`config.mk`:
```
export PLATFORM = sky130hd
export DESIGN_NAME = planar_odometry_integrator
export DESIGN_NICKNAME = d
export VERILOG_FILES = /design/src/rtl/poi_pkg.sv /design/src/rtl/planar_odometry_integrator.sv /design/src/rtl/poi_mul.sv
export VERILOG_INCLUDE_DIRS = /design/src /design/src/rtl
export SDC_FILE = /design/constraint.sdc
export NUM_CORES = 2
export LEC_CHECK = 0
export BUFFER_PORTS_ARGS = -buffer_cell sky130_fd_sc_hd__clkbuf_2
export CORE_AREA = 2 2 436 438
export CTS_CLUSTER_SIZE = 16
export DETAILED_ROUTE_END_ITERATION = 8
export DIE_AREA = 0 0 438 440
export SLEW_MARGIN = 0
export SYNTH_ARGS = -nofsm -noshare
export SYNTH_HDL_FRONTEND = slang
export SYNTH_HIERARCHICAL = 1
export SYNTH_SLANG_ARGS = --single-unit
```
`constraint.sdc`:
```
create_clock -name clock -period 14 [get_ports clock]
set_input_delay 1.4 -clock clock [delete_from_list [all_inputs] [get_ports clock]]
set_output_delay 1.4 -clock clock [all_outputs]
set_load 0.01 [all_outputs]
```
`src/rtl/planar_odometry_integrator_assert.svh`:
```
// Assertion macros for the planar odometry integrator.
// Used by the top level only; expands to nothing under synthesis.
`ifndef PLANAR_ODOMETRY_INTEGRATOR_ASSERT_SVH
`define PLANAR_ODOMETRY_INTEGRATOR_ASSERT_SVH

`ifndef SYNTHESIS
// Same-cycle implication.
`define POI_ASSERT_IMP(name, clk, rst, ante, cons) \
   name: assert property (@(posedge clk) disable iff (rst) (ante) |-> (cons)) \
      else $error("planar_odometry_integrator assertion failed");
// Next-cycle implication.
`define POI_ASSERT_NEXT(name, clk, rst, ante, cons) \
   name: assert property (@(posedge clk) disable iff (rst) (ante) |=> (cons)) \
      else $error("planar_odometry_integrator assertion failed");
`else
`define POI_ASSERT_IMP(name, clk, rst, ante, cons)
`define POI_ASSERT_NEXT(name, clk, rst, ante, cons)
`endif

`endif

```
`src/rtl/poi_pkg.sv`:
```
// Shared types and constants of the planar odometry integrator.
// No dependencies; used by poi_mul and planar_odometry_integrator.
package poi_pkg;

   localparam int MUL_A_W = 33;
   localparam int MUL_B_W = 18;
   localparam int MUL_P_W = MUL_A_W + MUL_B_W;

   localparam logic [23:0] WD_LIMIT_RESET = 24'd6554;

   // Quarter-wave sine polynomial coefficients, Q1.15 scaled.
   localparam logic [15:0] POLY_C2 = 16'd2320;
   localparam logic [15:0] POLY_C1 = 16'd21024;
   localparam logic [15:0] POLY_C0 = 16'd51472;
   localparam logic [16:0] TRIG_MAX = 17'd32767;
   localparam logic [10:0] QUARTER_STEPS = 11'd1024;

   localparam logic OP_COMMAND = 1'b0;
   localparam logic OP_TICK = 1'b1;

   typedef enum logic [4:0] {
      ST_IDLE,
      ST_MS1, ST_MC1, ST_MS2, ST_MC2, ST_MS3, ST_MC3, ST_MS4, ST_MC4,
      ST_V1, ST_V2, ST_V3, ST_V4,
      ST_HDG, ST_XL, ST_XH, ST_YL, ST_YH,
      ST_FX, ST_FY,
      ST_DONE
   } poi_state_type;

   typedef struct packed {
      logic [MUL_A_W-1:0] a;
      logic [MUL_B_W-1:0] b;
   } poi_mul_op_type;

endpackage

```
`src/rtl/planar_odometry_integrator.sv`:
```
// Planar odometry integrator: dead-reckons x, y and heading from body-frame
// velocity commands. A command item (opcode 0) latches the velocities without
// stalling the input and produces no result. A tick item (opcode 1) keeps the
// input stalled from its acceptance until the block returns to idle:
// seventeen products are issued one per cycle through a single 33x18 signed
// multiplier (quarter-wave sine polynomial for sin and cos, velocity rotation,
// the time scaling of x, y and heading), followed by the two position adds
// and a commit state. The tick's result is held in an output register; the
// tick waits in its commit state while that register is still occupied and
// stalled, and the input stays stalled while it waits.
// Depends on poi_pkg, poi_mul and planar_odometry_integrator_assert.svh.
`include "planar_odometry_integrator_assert.svh"

module planar_odometry_integrator (
   input  logic        clock,
   input  logic        reset,
   input  logic        req_valid,
   output logic        req_stall,
   input  logic        req_opcode,
   input  logic [23:0] req_cmd_forward,
   input  logic [23:0] req_cmd_lateral,
   input  logic [31:0] req_cmd_turn_rate,
   input  logic [15:0] req_elapsed,
   output logic        rsp_valid,
   input  logic        rsp_stall,
   output logic [47:0] rsp_pos_x,
   output logic [47:0] rsp_pos_y,
   output logic [31:0] rsp_heading,
   output logic [23:0] rsp_eff_forward,
   output logic [23:0] rsp_eff_lateral,
   output logic [31:0] rsp_eff_turn_rate,
   output logic        rsp_stopped,
   input  logic        csr_wr_en,
   input  logic [23:0] csr_wr_data
);
   import poi_pkg::*;

   poi_state_type state_ff;
   poi_state_type state_in;

   // Architectural state.
   logic [23:0] limit_ff;
   logic [23:0] held_fwd_ff;
   logic [23:0] held_lat_ff;
   logic [31:0] held_turn_ff;
   logic [23:0] since_ff;
   logic [47:0] pos_x_ff;
   logic [47:0] pos_y_ff;
   logic [31:0] heading_ff;

   // Working registers of one tick.
   logic [15:0] dt_ff;
   logic        stopped_ff;
   logic [1:0]  quad_ff;
   logic [15:0] zs_ff;
   logic [15:0] zc_ff;
   logic [15:0] z2s_ff;
   logic [15:0] z2c_ff;
   logic [15:0] ts_ff;
   logic [15:0] tc_ff;
   logic [16:0] sin_ff;
   logic [16:0] cos_ff;
   logic [41:0] xsum_ff;
   logic [41:0] ysum_ff;
   logic [36:0] lo_prod_ff;
   logic [57:0] full_ff;

   // Output register.
   logic        rsp_valid_ff;
   logic [47:0] rsp_pos_x_ff;
   logic [47:0] rsp_pos_y_ff;
   logic [31:0] rsp_heading_ff;
   logic [23:0] rsp_fwd_ff;
   logic [23:0] rsp_lat_ff;
   logic [31:0] rsp_turn_ff;
   logic        rsp_stopped_ff;

   logic               cmd_acc;
   logic               tick_acc;
   logic               out_free;
   logic [24:0]        since_sum;
   logic [23:0]        since_sat;
   logic               wd_trip;
   logic [11:0]        trig_idx;
   logic [10:0]        m_fwd;
   logic [10:0]        m_rev;
   logic [10:0]        ms;
   logic [10:0]        mc;
   poi_mul_op_type     mul_op;
   logic [MUL_P_W-1:0] prod;
   logic [17:0]        p_raw;
   logic [16:0]        p_clamp;
   logic [16:0]        p_neg;
   logic [57:0]        full_sum;
   logic               eff_zero;

   assign req_stall = (state_ff != ST_IDLE);
   assign cmd_acc   = req_valid && !req_stall && (req_opcode == OP_COMMAND);
   assign tick_acc  = req_valid && !req_stall && (req_opcode == OP_TICK);
   assign out_free  = !rsp_valid_ff || !rsp_stall;

   assign since_sum = {1'b0, since_ff} + {9'b0, req_elapsed};
   assign since_sat = since_sum[24] ? '1 : since_sum[23:0];
   assign wd_trip   = (since_sat > limit_ff);

   // Sine of index i uses step k in even quadrants and 1024-k in odd ones;
   // cosine is one quadrant on, so it takes the other of the two.
   assign trig_idx = heading_ff[31:20];
   assign m_fwd    = {1'b0, trig_idx[9:0]};
   assign m_rev    = QUARTER_STEPS - m_fwd;
   assign ms       = trig_idx[10] ? m_rev : m_fwd;
   assign mc       = trig_idx[10] ? m_fwd : m_rev;

   // Polynomial result, clamped at the quadrant edge where it reaches 1.0.
   assign p_raw   = prod[32:15];
   assign p_clamp = (p_raw[17:15] != 3'b0) ? TRIG_MAX : p_raw[16:0];
   assign p_neg   = 17'd0 - p_clamp;

   // Rebuild a 42x16 product from its low and high partial products.
   assign full_sum = {prod[36:0], 21'b0} + {21'b0, lo_prod_ff};

   poi_mul u_mul (
      .clock (clock),
      .op    (mul_op),
      .prod  (prod)
   );

   always_ff @(posedge clock) begin
      if (reset) begin
         state_ff <= ST_IDLE;
      end else begin
         state_ff <= state_in;
      end
   end

   always_comb begin
      state_in = state_ff;
      mul_op.a = '0;
      mul_op.b = '0;
      unique case (state_ff)
         ST_IDLE: begin
            if (tick_acc) begin
               state_in = ST_MS1;
            end
         end
         ST_MS1: begin
            mul_op.a = {17'b0, zs_ff};
            mul_op.b = {2'b0, zs_ff};
            state_in = ST_MC1;
         end
         ST_MC1: begin
            mul_op.a = {17'b0, zc_ff};
            mul_op.b = {2'b0, zc_ff};
            state_in = ST_MS2;
         end
         ST_MS2: begin
            mul_op.a = {17'b0, POLY_C2};
            mul_op.b = {2'b0, z2s_ff};
            state_in = ST_MC2;
         end
         ST_MC2: begin
            mul_op.a = {17'b0, POLY_C2};
            mul_op.b = {2'b0, z2c_ff};
            state_in = ST_MS3;
         end
         ST_MS3: begin
            mul_op.a = {17'b0, POLY_C1 - ts_ff};
            mul_op.b = {2'b0, z2s_ff};
            state_in = ST_MC3;
         end
         ST_MC3: begin
            mul_op.a = {17'b0, POLY_C1 - tc_ff};
            mul_op.b = {2'b0, z2c_ff};
            state_in = ST_MS4;
         end
         ST_MS4: begin
            mul_op.a = {17'b0, POLY_C0 - ts_ff};
            mul_op.b = {2'b0, zs_ff};
            state_in = ST_MC4;
         end
         ST_MC4: begin
            mul_op.a = {17'b0, POLY_C0 - tc_ff};
            mul_op.b = {2'b0, zc_ff};
            state_in = ST_V1;
         end
         ST_V1: begin
            mul_op.a = {{9{held_fwd_ff[23]}}, held_fwd_ff};
            mul_op.b = {sin_ff[16], sin_ff};
            state_in = ST_V2;
         end
         ST_V2: begin
            mul_op.a = {{9{held_lat_ff[23]}}, held_lat_ff};
            mul_op.b = {sin_ff[16], sin_ff};
            state_in = ST_V3;
         end
         ST_V3: begin
            mul_op.a = {{9{held_fwd_ff[23]}}, held_fwd_ff};
            mul_op.b = {cos_ff[16], cos_ff};
            state_in = ST_V4;
         end
         ST_V4: begin
            mul_op.a = {{9{held_lat_ff[23]}}, held_lat_ff};
            mul_op.b = {cos_ff[16], cos_ff};
            state_in = ST_HDG;
         end
         ST_HDG: begin
            mul_op.a = {held_turn_ff[31], held_turn_ff};
            mul_op.b = {2'b0, dt_ff};
            state_in = ST_XL;
         end
         ST_XL: begin
            mul_op.a = {12'b0, xsum_ff[20:0]};
            mul_op.b = {2'b0, dt_ff};
            state_in = ST_XH;
         end
         ST_XH: begin
            mul_op.a = {{12{xsum_ff[41]}}, xsum_ff[41:21]};
            mul_op.b = {2'b0, dt_ff};
            state_in = ST_YL;
         end
         ST_YL: begin
            mul_op.a = {12'b0, ysum_ff[20:0]};
            mul_op.b = {2'b0, dt_ff};
            state_in = ST_YH;
         end
         ST_YH: begin
            mul_op.a = {{12{ysum_ff[41]}}, ysum_ff[41:21]};
            mul_op.b = {2'b0, dt_ff};
            state_in = ST_FX;
         end
         ST_FX: begin
            state_in = ST_FY;
         end
         ST_FY: begin
            state_in = ST_DONE;
         end
         ST_DONE: begin
            if (out_free) begin
               state_in = ST_IDLE;
            end
         end
         default: begin
            state_in = ST_IDLE;
         end
      endcase
   end

   // The watchdog acts as the tick is accepted, so the sequence below sees
   // the velocities already zeroed.
   always_ff @(posedge clock) begin
      if (reset) begin
         limit_ff     <= WD_LIMIT_RESET;
         held_fwd_ff  <= '0;
         held_lat_ff  <= '0;
         held_turn_ff <= '0;
         since_ff     <= '0;
         pos_x_ff     <= '0;
         pos_y_ff     <= '0;
         heading_ff   <= '0;
      end else begin
         if (csr_wr_en) begin
            limit_ff <= csr_wr_data;
         end
         if (cmd_acc) begin
            held_fwd_ff  <= req_cmd_forward;
            held_lat_ff  <= req_cmd_lateral;
            held_turn_ff <= req_cmd_turn_rate;
            since_ff     <= '0;
         end
         if (tick_acc) begin
            since_ff <= since_sat;
            if (wd_trip) begin
               held_fwd_ff  <= '0;
               held_lat_ff  <= '0;
               held_turn_ff <= '0;
            end
         end
         if (state_ff == ST_XL) begin
            heading_ff <= heading_ff + prod[39:8];
         end
         if (state_ff == ST_FX) begin
            pos_x_ff <= pos_x_ff + {{13{full_ff[57]}}, full_ff[57:23]};
         end
         if (state_ff == ST_FY) begin
            pos_y_ff <= pos_y_ff + {{13{full_ff[57]}}, full_ff[57:23]};
         end
      end
   end

   // Each step captures the product issued in the step before it.
   always_ff @(posedge clock) begin
      unique case (state_ff)
         ST_IDLE: begin
            if (tick_acc) begin
               dt_ff      <= req_elapsed;
               stopped_ff <= wd_trip;
               quad_ff    <= trig_idx[11:10];
               zs_ff      <= {ms, 5'b0};
               zc_ff      <= {mc, 5'b0};
            end
         end
         ST_MC1: z2s_ff <= prod[30:15];
         ST_MS2: z2c_ff <= prod[30:15];
         ST_MC2: ts_ff  <= prod[30:15];
         ST_MS3: tc_ff  <= prod[30:15];
         ST_MC3: ts_ff  <= prod[30:15];
         ST_MS4: tc_ff  <= prod[30:15];
         ST_MC4: sin_ff <= quad_ff[1] ? p_neg : p_clamp;
         ST_V1:  cos_ff <= (quad_ff[1] ^ quad_ff[0]) ? p_neg : p_clamp;
         ST_V2:  ysum_ff <= prod[41:0];
         ST_V3:  xsum_ff <= 42'd0 - prod[41:0];
         ST_V4:  xsum_ff <= xsum_ff + prod[41:0];
         ST_HDG: ysum_ff <= ysum_ff + prod[41:0];
         ST_XH:  lo_prod_ff <= prod[36:0];
         ST_YL:  full_ff <= full_sum;
         ST_YH:  lo_prod_ff <= prod[36:0];
         ST_FX:  full_ff <= full_sum;
         default: begin
         end
      endcase
   end

   always_ff @(posedge clock) begin
      if (reset) begin
         rsp_valid_ff <= 1'b0;
      end else if ((state_ff == ST_DONE) && out_free) begin
         rsp_valid_ff <= 1'b1;
      end else if (!rsp_stall) begin
         rsp_valid_ff <= 1'b0;
      end
   end

   always_ff @(posedge clock) begin
      if ((state_ff == ST_DONE) && out_free) begin
         rsp_pos_x_ff   <= pos_x_ff;
         rsp_pos_y_ff   <= pos_y_ff;
         rsp_heading_ff <= heading_ff;
         rsp_fwd_ff     <= held_fwd_ff;
         rsp_lat_ff     <= held_lat_ff;
         rsp_turn_ff    <= held_turn_ff;
         rsp_stopped_ff <= stopped_ff;
      end
   end

   assign rsp_valid         = rsp_valid_ff;
   assign rsp_pos_x         = rsp_pos_x_ff;
   assign rsp_pos_y         = rsp_pos_y_ff;
   assign rsp_heading       = rsp_heading_ff;
   assign rsp_eff_forward   = rsp_fwd_ff;
   assign rsp_eff_lateral   = rsp_lat_ff;
   assign rsp_eff_turn_rate = rsp_turn_ff;
   assign rsp_stopped       = rsp_stopped_ff;

   assign eff_zero = (rsp_eff_forward == '0) && (rsp_eff_lateral == '0) &&
                     (rsp_eff_turn_rate == '0);

   `POI_ASSERT_NEXT(a_cmd_single_cycle, clock, reset, cmd_acc, !req_stall)
   `POI_ASSERT_NEXT(a_tick_busy, clock, reset, tick_acc, req_stall)
   `POI_ASSERT_IMP(a_stop_zero, clock, reset, rsp_valid && rsp_stopped, eff_zero)
   `POI_ASSERT_IMP(a_rsp_from_done, clock, reset, $rose(rsp_valid), $past(state_ff == ST_DONE))

endmodule

```
`src/rtl/poi_mul.sv`:
```
// Shared signed multiplier of the odometry integrator with a registered product.
// Depends on poi_pkg for operand widths and the operand struct.
module poi_mul (
   input  logic                         clock,
   input  poi_pkg::poi_mul_op_type      op,
   output logic [poi_pkg::MUL_P_W-1:0]  prod
);
   import poi_pkg::*;

   logic [MUL_P_W-1:0] prod_ff;
   logic [MUL_P_W-1:0] prod_in;

   assign prod_in = MUL_P_W'($signed(op.a) * $signed(op.b));

   always_ff @(posedge clock) begin
      prod_ff <= prod_in;
   end

   assign prod = prod_ff;

endmodule

```
Word-level counts from Yosys, hierarchy flattened

Cells that the tools add are included.

Output and inout bits: 211
Word-level logic and storage cells: 121
Input port bits: 126
Register bits: 831

Muxes and demuxes: 25
Order comparisons: 1
Add/subtract/negate cells: 14
Equal/unequal tests: 23
Multipliers: 1
Reduce and logical (&&, ||, !) cells: 20
Bitwise logic cells: 2

Operator list:

| operator                                           | number |
|---|---|
| one-hot mux 51 bit (17 select lines)               | 1 |
| two-way mux 24 bit                                 | 9 |
| one-hot mux 42 bit (2 select lines)                | 2 |
| one-hot mux 5 bit (21 select lines)                | 1 |
| adder 48 bit                                       | 2 |
| two-way mux 32 bit                                 | 3 |
| adder 42 bit                                       | 2 |
| adder 58 x 37 -> 58 bit                            | 1 |
| two-way mux 17 bit                                 | 3 |
| multiplier 33 x 18 -> 42 bit                       | 1 |
| subtractor 1 x 42 -> 42 bit, first input constant  | 1 |
| == test 5 x 4 -> 1 bit, second input constant      | 8 |
| adder 32 bit                                       | 1 |
| subtractor 15 x 16 -> 16 bit, first input constant | 2 |
| subtractor 16 bit, first input constant            | 2 |
| adder 24 x 16 -> 25 bit                            | 1 |
| == test 5 bit, second input constant               | 5 |
| greater-than comparator 24 bit                     | 1 |
| == test 5 x 3 -> 1 bit, second input constant      | 4 |
| two-way mux 10 bit                                 | 2 |
| subtractor 1 x 17 -> 17 bit, first input constant  | 1 |
| subtractor 11 x 10 -> 11 bit, first input constant | 1 |
| == test 5 x 2 -> 1 bit, second input constant      | 2 |
| two-way mux 5 bit                                  | 2 |
| other kinds (15)                                   | 28 |

Logic depth before layout (Yosys ltp)

Word-level depth: 7
Depth in mapped cells: 39
Depth with buffers taken out: 35

Modules after synthesis

The synthesis kept the hierarchy.

By module, submodules not included:

| module                     | area each (um2) | cells each | instances | sequential area each (um2) |
|---|---|---|---|---|
| planar_odometry_integrator | 42042.8         | 4319       | 1         | 19718.9 |
| poi_mul                    | 21498.1         | 2371       | 1         | 1021.0 |

Least setup slack after synthesis

OpenSTA, ideal clock, no wires.

Kind: input port to flip-flop
Start: input rsp_stall
End: register rsp_fwd_ff[0], in the netlist rsp_eff_forward[0], enable pin
Buffers on the path: 0
Library setup time: 0.847 ns
Path slack: 1.708 ns
Cell stages on the path: 1
Arrival: 11.445 ns
Data required time: 13.153 ns
Path through: a21oi_1

Cells in the longest elaborated chain, start to end: 3

RTL lines:

| element              | RTL line                          | source |
|---|---|---|
| from (decl)          | planar_odometry_integrator.sv:25  | `input logic rsp_stall,` |
| zero test 1 bit      | --                                |  |
| logical OR 1 bit     | planar_odometry_integrator.sv:100 | `assign out_free = !rsp_valid_ff \|\| !rsp_stall;` |
| logical AND 1 bit    | planar_odometry_integrator.sv:334 | `if ((state_ff == ST_DONE) && out_free) begin` |
| to (signal assigned) | planar_odometry_integrator.sv:338 | `rsp_fwd_ff <= held_fwd_ff;` |
| to (decl)            | planar_odometry_integrator.sv:73  | `logic [23:0] rsp_fwd_ff;` |

No other way between the ends.
A chain may end at the register's enable or synchronous reset.

==> impl_metrics.tcl <==
set metrics [dict create \
    switching_share_pct 29.3 \
    clock-root-buffer "clkbuf_16" \
    grt_max_degree 91 \
    setup_violations 0 \
    ctsHoldBuffers 0 \
    combinationalPowerShare_pct 17.4 \
    fin_tns_setup_ns 0 \
    critPathKind "reg -> reg" \
    cp_top_family "adder cells" \
    max_stage_delay_ns 0.79 \
    cp_common_cell "fa_1" \
    port_buffers 336 \
    cts_resized 0 \
    nNetsFinal 7632 \
    finalCritPeriodShare_pct 73.8 \
    fmax_mhz 96.8 \
    dieArea_sq_um 193000 \
    ys.warnings.count 6 \
    remaining_drc_errors 0 \
    endpoint_kind "flop" \
    seqPwrFrac_pct 43.6 \
    drtIter0Drc 3748 \
    hold_violations 0 \
    start_util_pct 32.3 \
    worst_pin_slew_ns 1.45 \
    clkPwrFrac_pct 39.0 \
    worstSetupStartpoint "state_ff[3]" \
    cts_setup_buffers 0 \
    peakVddDrop_v 0.0000852 \
    fillers 19100 \
    htree_levels 3 \
    cts-buffers-inserted 82 \
    rsz0062_at_grt "no" \
    dr.pass1.iters 7 \
    holdCritPathClass "reg -> reg" \
    hold_path.startpoint "stopped_ff" \
    insertion_delay_ns 0.71 \
    synthCells 6431 \
    gp_congestion 0.950 \
    p_sw_mw 1.74 \
    dr_total_vias 48400 \
    powerDensity_nw_per_um2 87.0 \
    die_height_um 440 \
    avgRoutedWirePerCell_um 21.0 \
    clock_path_buffers 3 \
    grt_usage_pct 19.7 \
    antenna_found_initial 8 \
    hold_ws_ns 0.419 \
    status "completed" \
    grt_pass1_wl_mm 292 \
    grt_overflow 0 \
    power.internal_mw 4.19 \
    post_synth.cell_area_avg_sq_um 9.46 \
    slew_headroom_pct 3.50 \
    crit_fanout 46 \
    cp.required_ns 14.58 \
    routed_wl_mm 194 \
    arrival_ns 10.91 \
    crit_slowest_cell "or4_1" \
    syn-num-nets 7438 \
    drv_cap 0 \
    cts.clk_slew.worst_paths_ns 0.07 \
    vias_per_cell 5.25 \
    skew_ns 0.0477 \
    std_cell_rows 160 \
    fp.coreArea_sq_um 189000 \
    period_minus_slack_ns 10.33 \
    syn_area_sq_um 60800 \
    drive_gt1_share_pct 9.79 \
    syn2layout_area_growth_pct 12.0 \
    ant_nets 0 \
    place_hpwl_mm 145 \
    drv_slew 0 \
    p_leak_nw 29.6 \
    crit_buf_inv 6 \
    cts_tree "built" \
    critPathLaunchType "flop" \
    ioPinCount 337 \
    grt_pass1_vias 48300 \
    clkSinkCount 786 \
    reg2reg_from "state_ff[3]" \
    die_x_um 438 \
    rrSetupSlack_ns 3.67 \
]
==> worst reg2reg max path, delay by kind of cell, from the launching register on <==
family                   cells  cell delay (ns)
flip-flops                   1             0.73
AO/OA/AOI/OAI               11             2.99
AND/OR/NAND/NOR              6             1.99
XOR/XNOR                     2             0.24
buffers and inverters        6             0.95
adder cells (fa/ha/maj)      7             3.32
==> state kept, by name (all words and copies together) (netlist names), 35 cells and up <==
signal      flops
ysum_ff        42
full_ff        35
u_mul/prod     42
xsum_ff        42
pos_x_ff       48
pos_y_ff       48
rsp_pos_x      48
rsp_pos_y      48
==> path summary, 6_finish.rpt <==
path | to | depth (start not counted)
max | u_mul/prod[38] | 32
min | rsp_stopped | 0
max reg2reg | u_mul/prod[38] | 32
min reg2reg | rsp_stopped | 0
==> power by group through the flow <==
stage / Clock (mW) / Sequential, mW / Combinational (mW)
after floorplan: 0 / 2.61 / 0.682
after global placement: 0 / 2.64 / 0.997
after detailed placement: 0 / 2.64 / 1.02
after CTS: 2.36 / 2.59 / 1.02
after global routing: 2.44 / 2.59 / 1.12
final: 2.32 / 2.59 / 1.03
==> cell usage in the layout, fill, tap and decap left out, types with 25 or more instances in the layout <==
cell	n
a211oi_1	42
a21o_1	186
a21oi_1	490
a222oi_1	47
a22o_1	25
a22oi_1	40
a31oi_1	40
and2_1	236
and3_1	42
buf_4	95
clkbuf_16	87
clkbuf_2	335
dfxtp_1	304
edfxtp_1	482
fa_1	500
ha_1	381
inv_1	654
mux2i_1	43
nand2_1	954
nand2b_1	50
nand3_1	92
nand4_1	38
nor2_1	317
nor2b_1	41
nor3_1	70
o211ai_1	25
o21a_1	43
o21ai_0	201
o21bai_1	40
or3_1	29
xnor2_1	223
xor2_1	131
==> per-stage QoR <==
| step | util, % | area (sq um) | worst slack (ns) | total power [mW] | instances |
|---|---|---|---|---|---|
| 6_report | 36.1 | 68100 | 3.67 | 5.93 | 9206 |
| 2_1_floorplan | - | 60800 | 1.71 | 3.30 | 6431 |
| 3_5_place_dp | 34.6 | 65300 | 3.85 | 3.65 | 9052 |
| 3_3_place_gp | 34.6 | 65300 | 4.06 | 3.63 | 9052 |
| 5_1_grt | 36.1 | 68100 | 3.17 | 6.15 | 9205 |
| 4_1_cts | 36.1 | 68100 | 3.80 | 5.97 | 9204 |
==> final cells by class <==
type	count	area, sq um	area share, %
multi-input combinational	4669	36800	54.0
sequential	786	20600	30.2
tap	2511	3140	4.61
inverter	655	2460	3.61
timing repair buffer	431	2400	3.52
clock buffer	107	2290	3.36
clock inverter	45	503	0.738
antenna	2	5.00	0.00734
==> layer usage <==
metal / global-route usage (%) / part of all wire (%) / vias up
li1: - / - / 22400
met1: 24.4 / 41 / 24000
met2: 33.3 / 48 / 1579
met3: 2.63 / 6.1 / 394
met4: 10.5 / 5.6 / 2
met5: 0 / 0.0036 / -
Power figures use the tool's default switching activity.
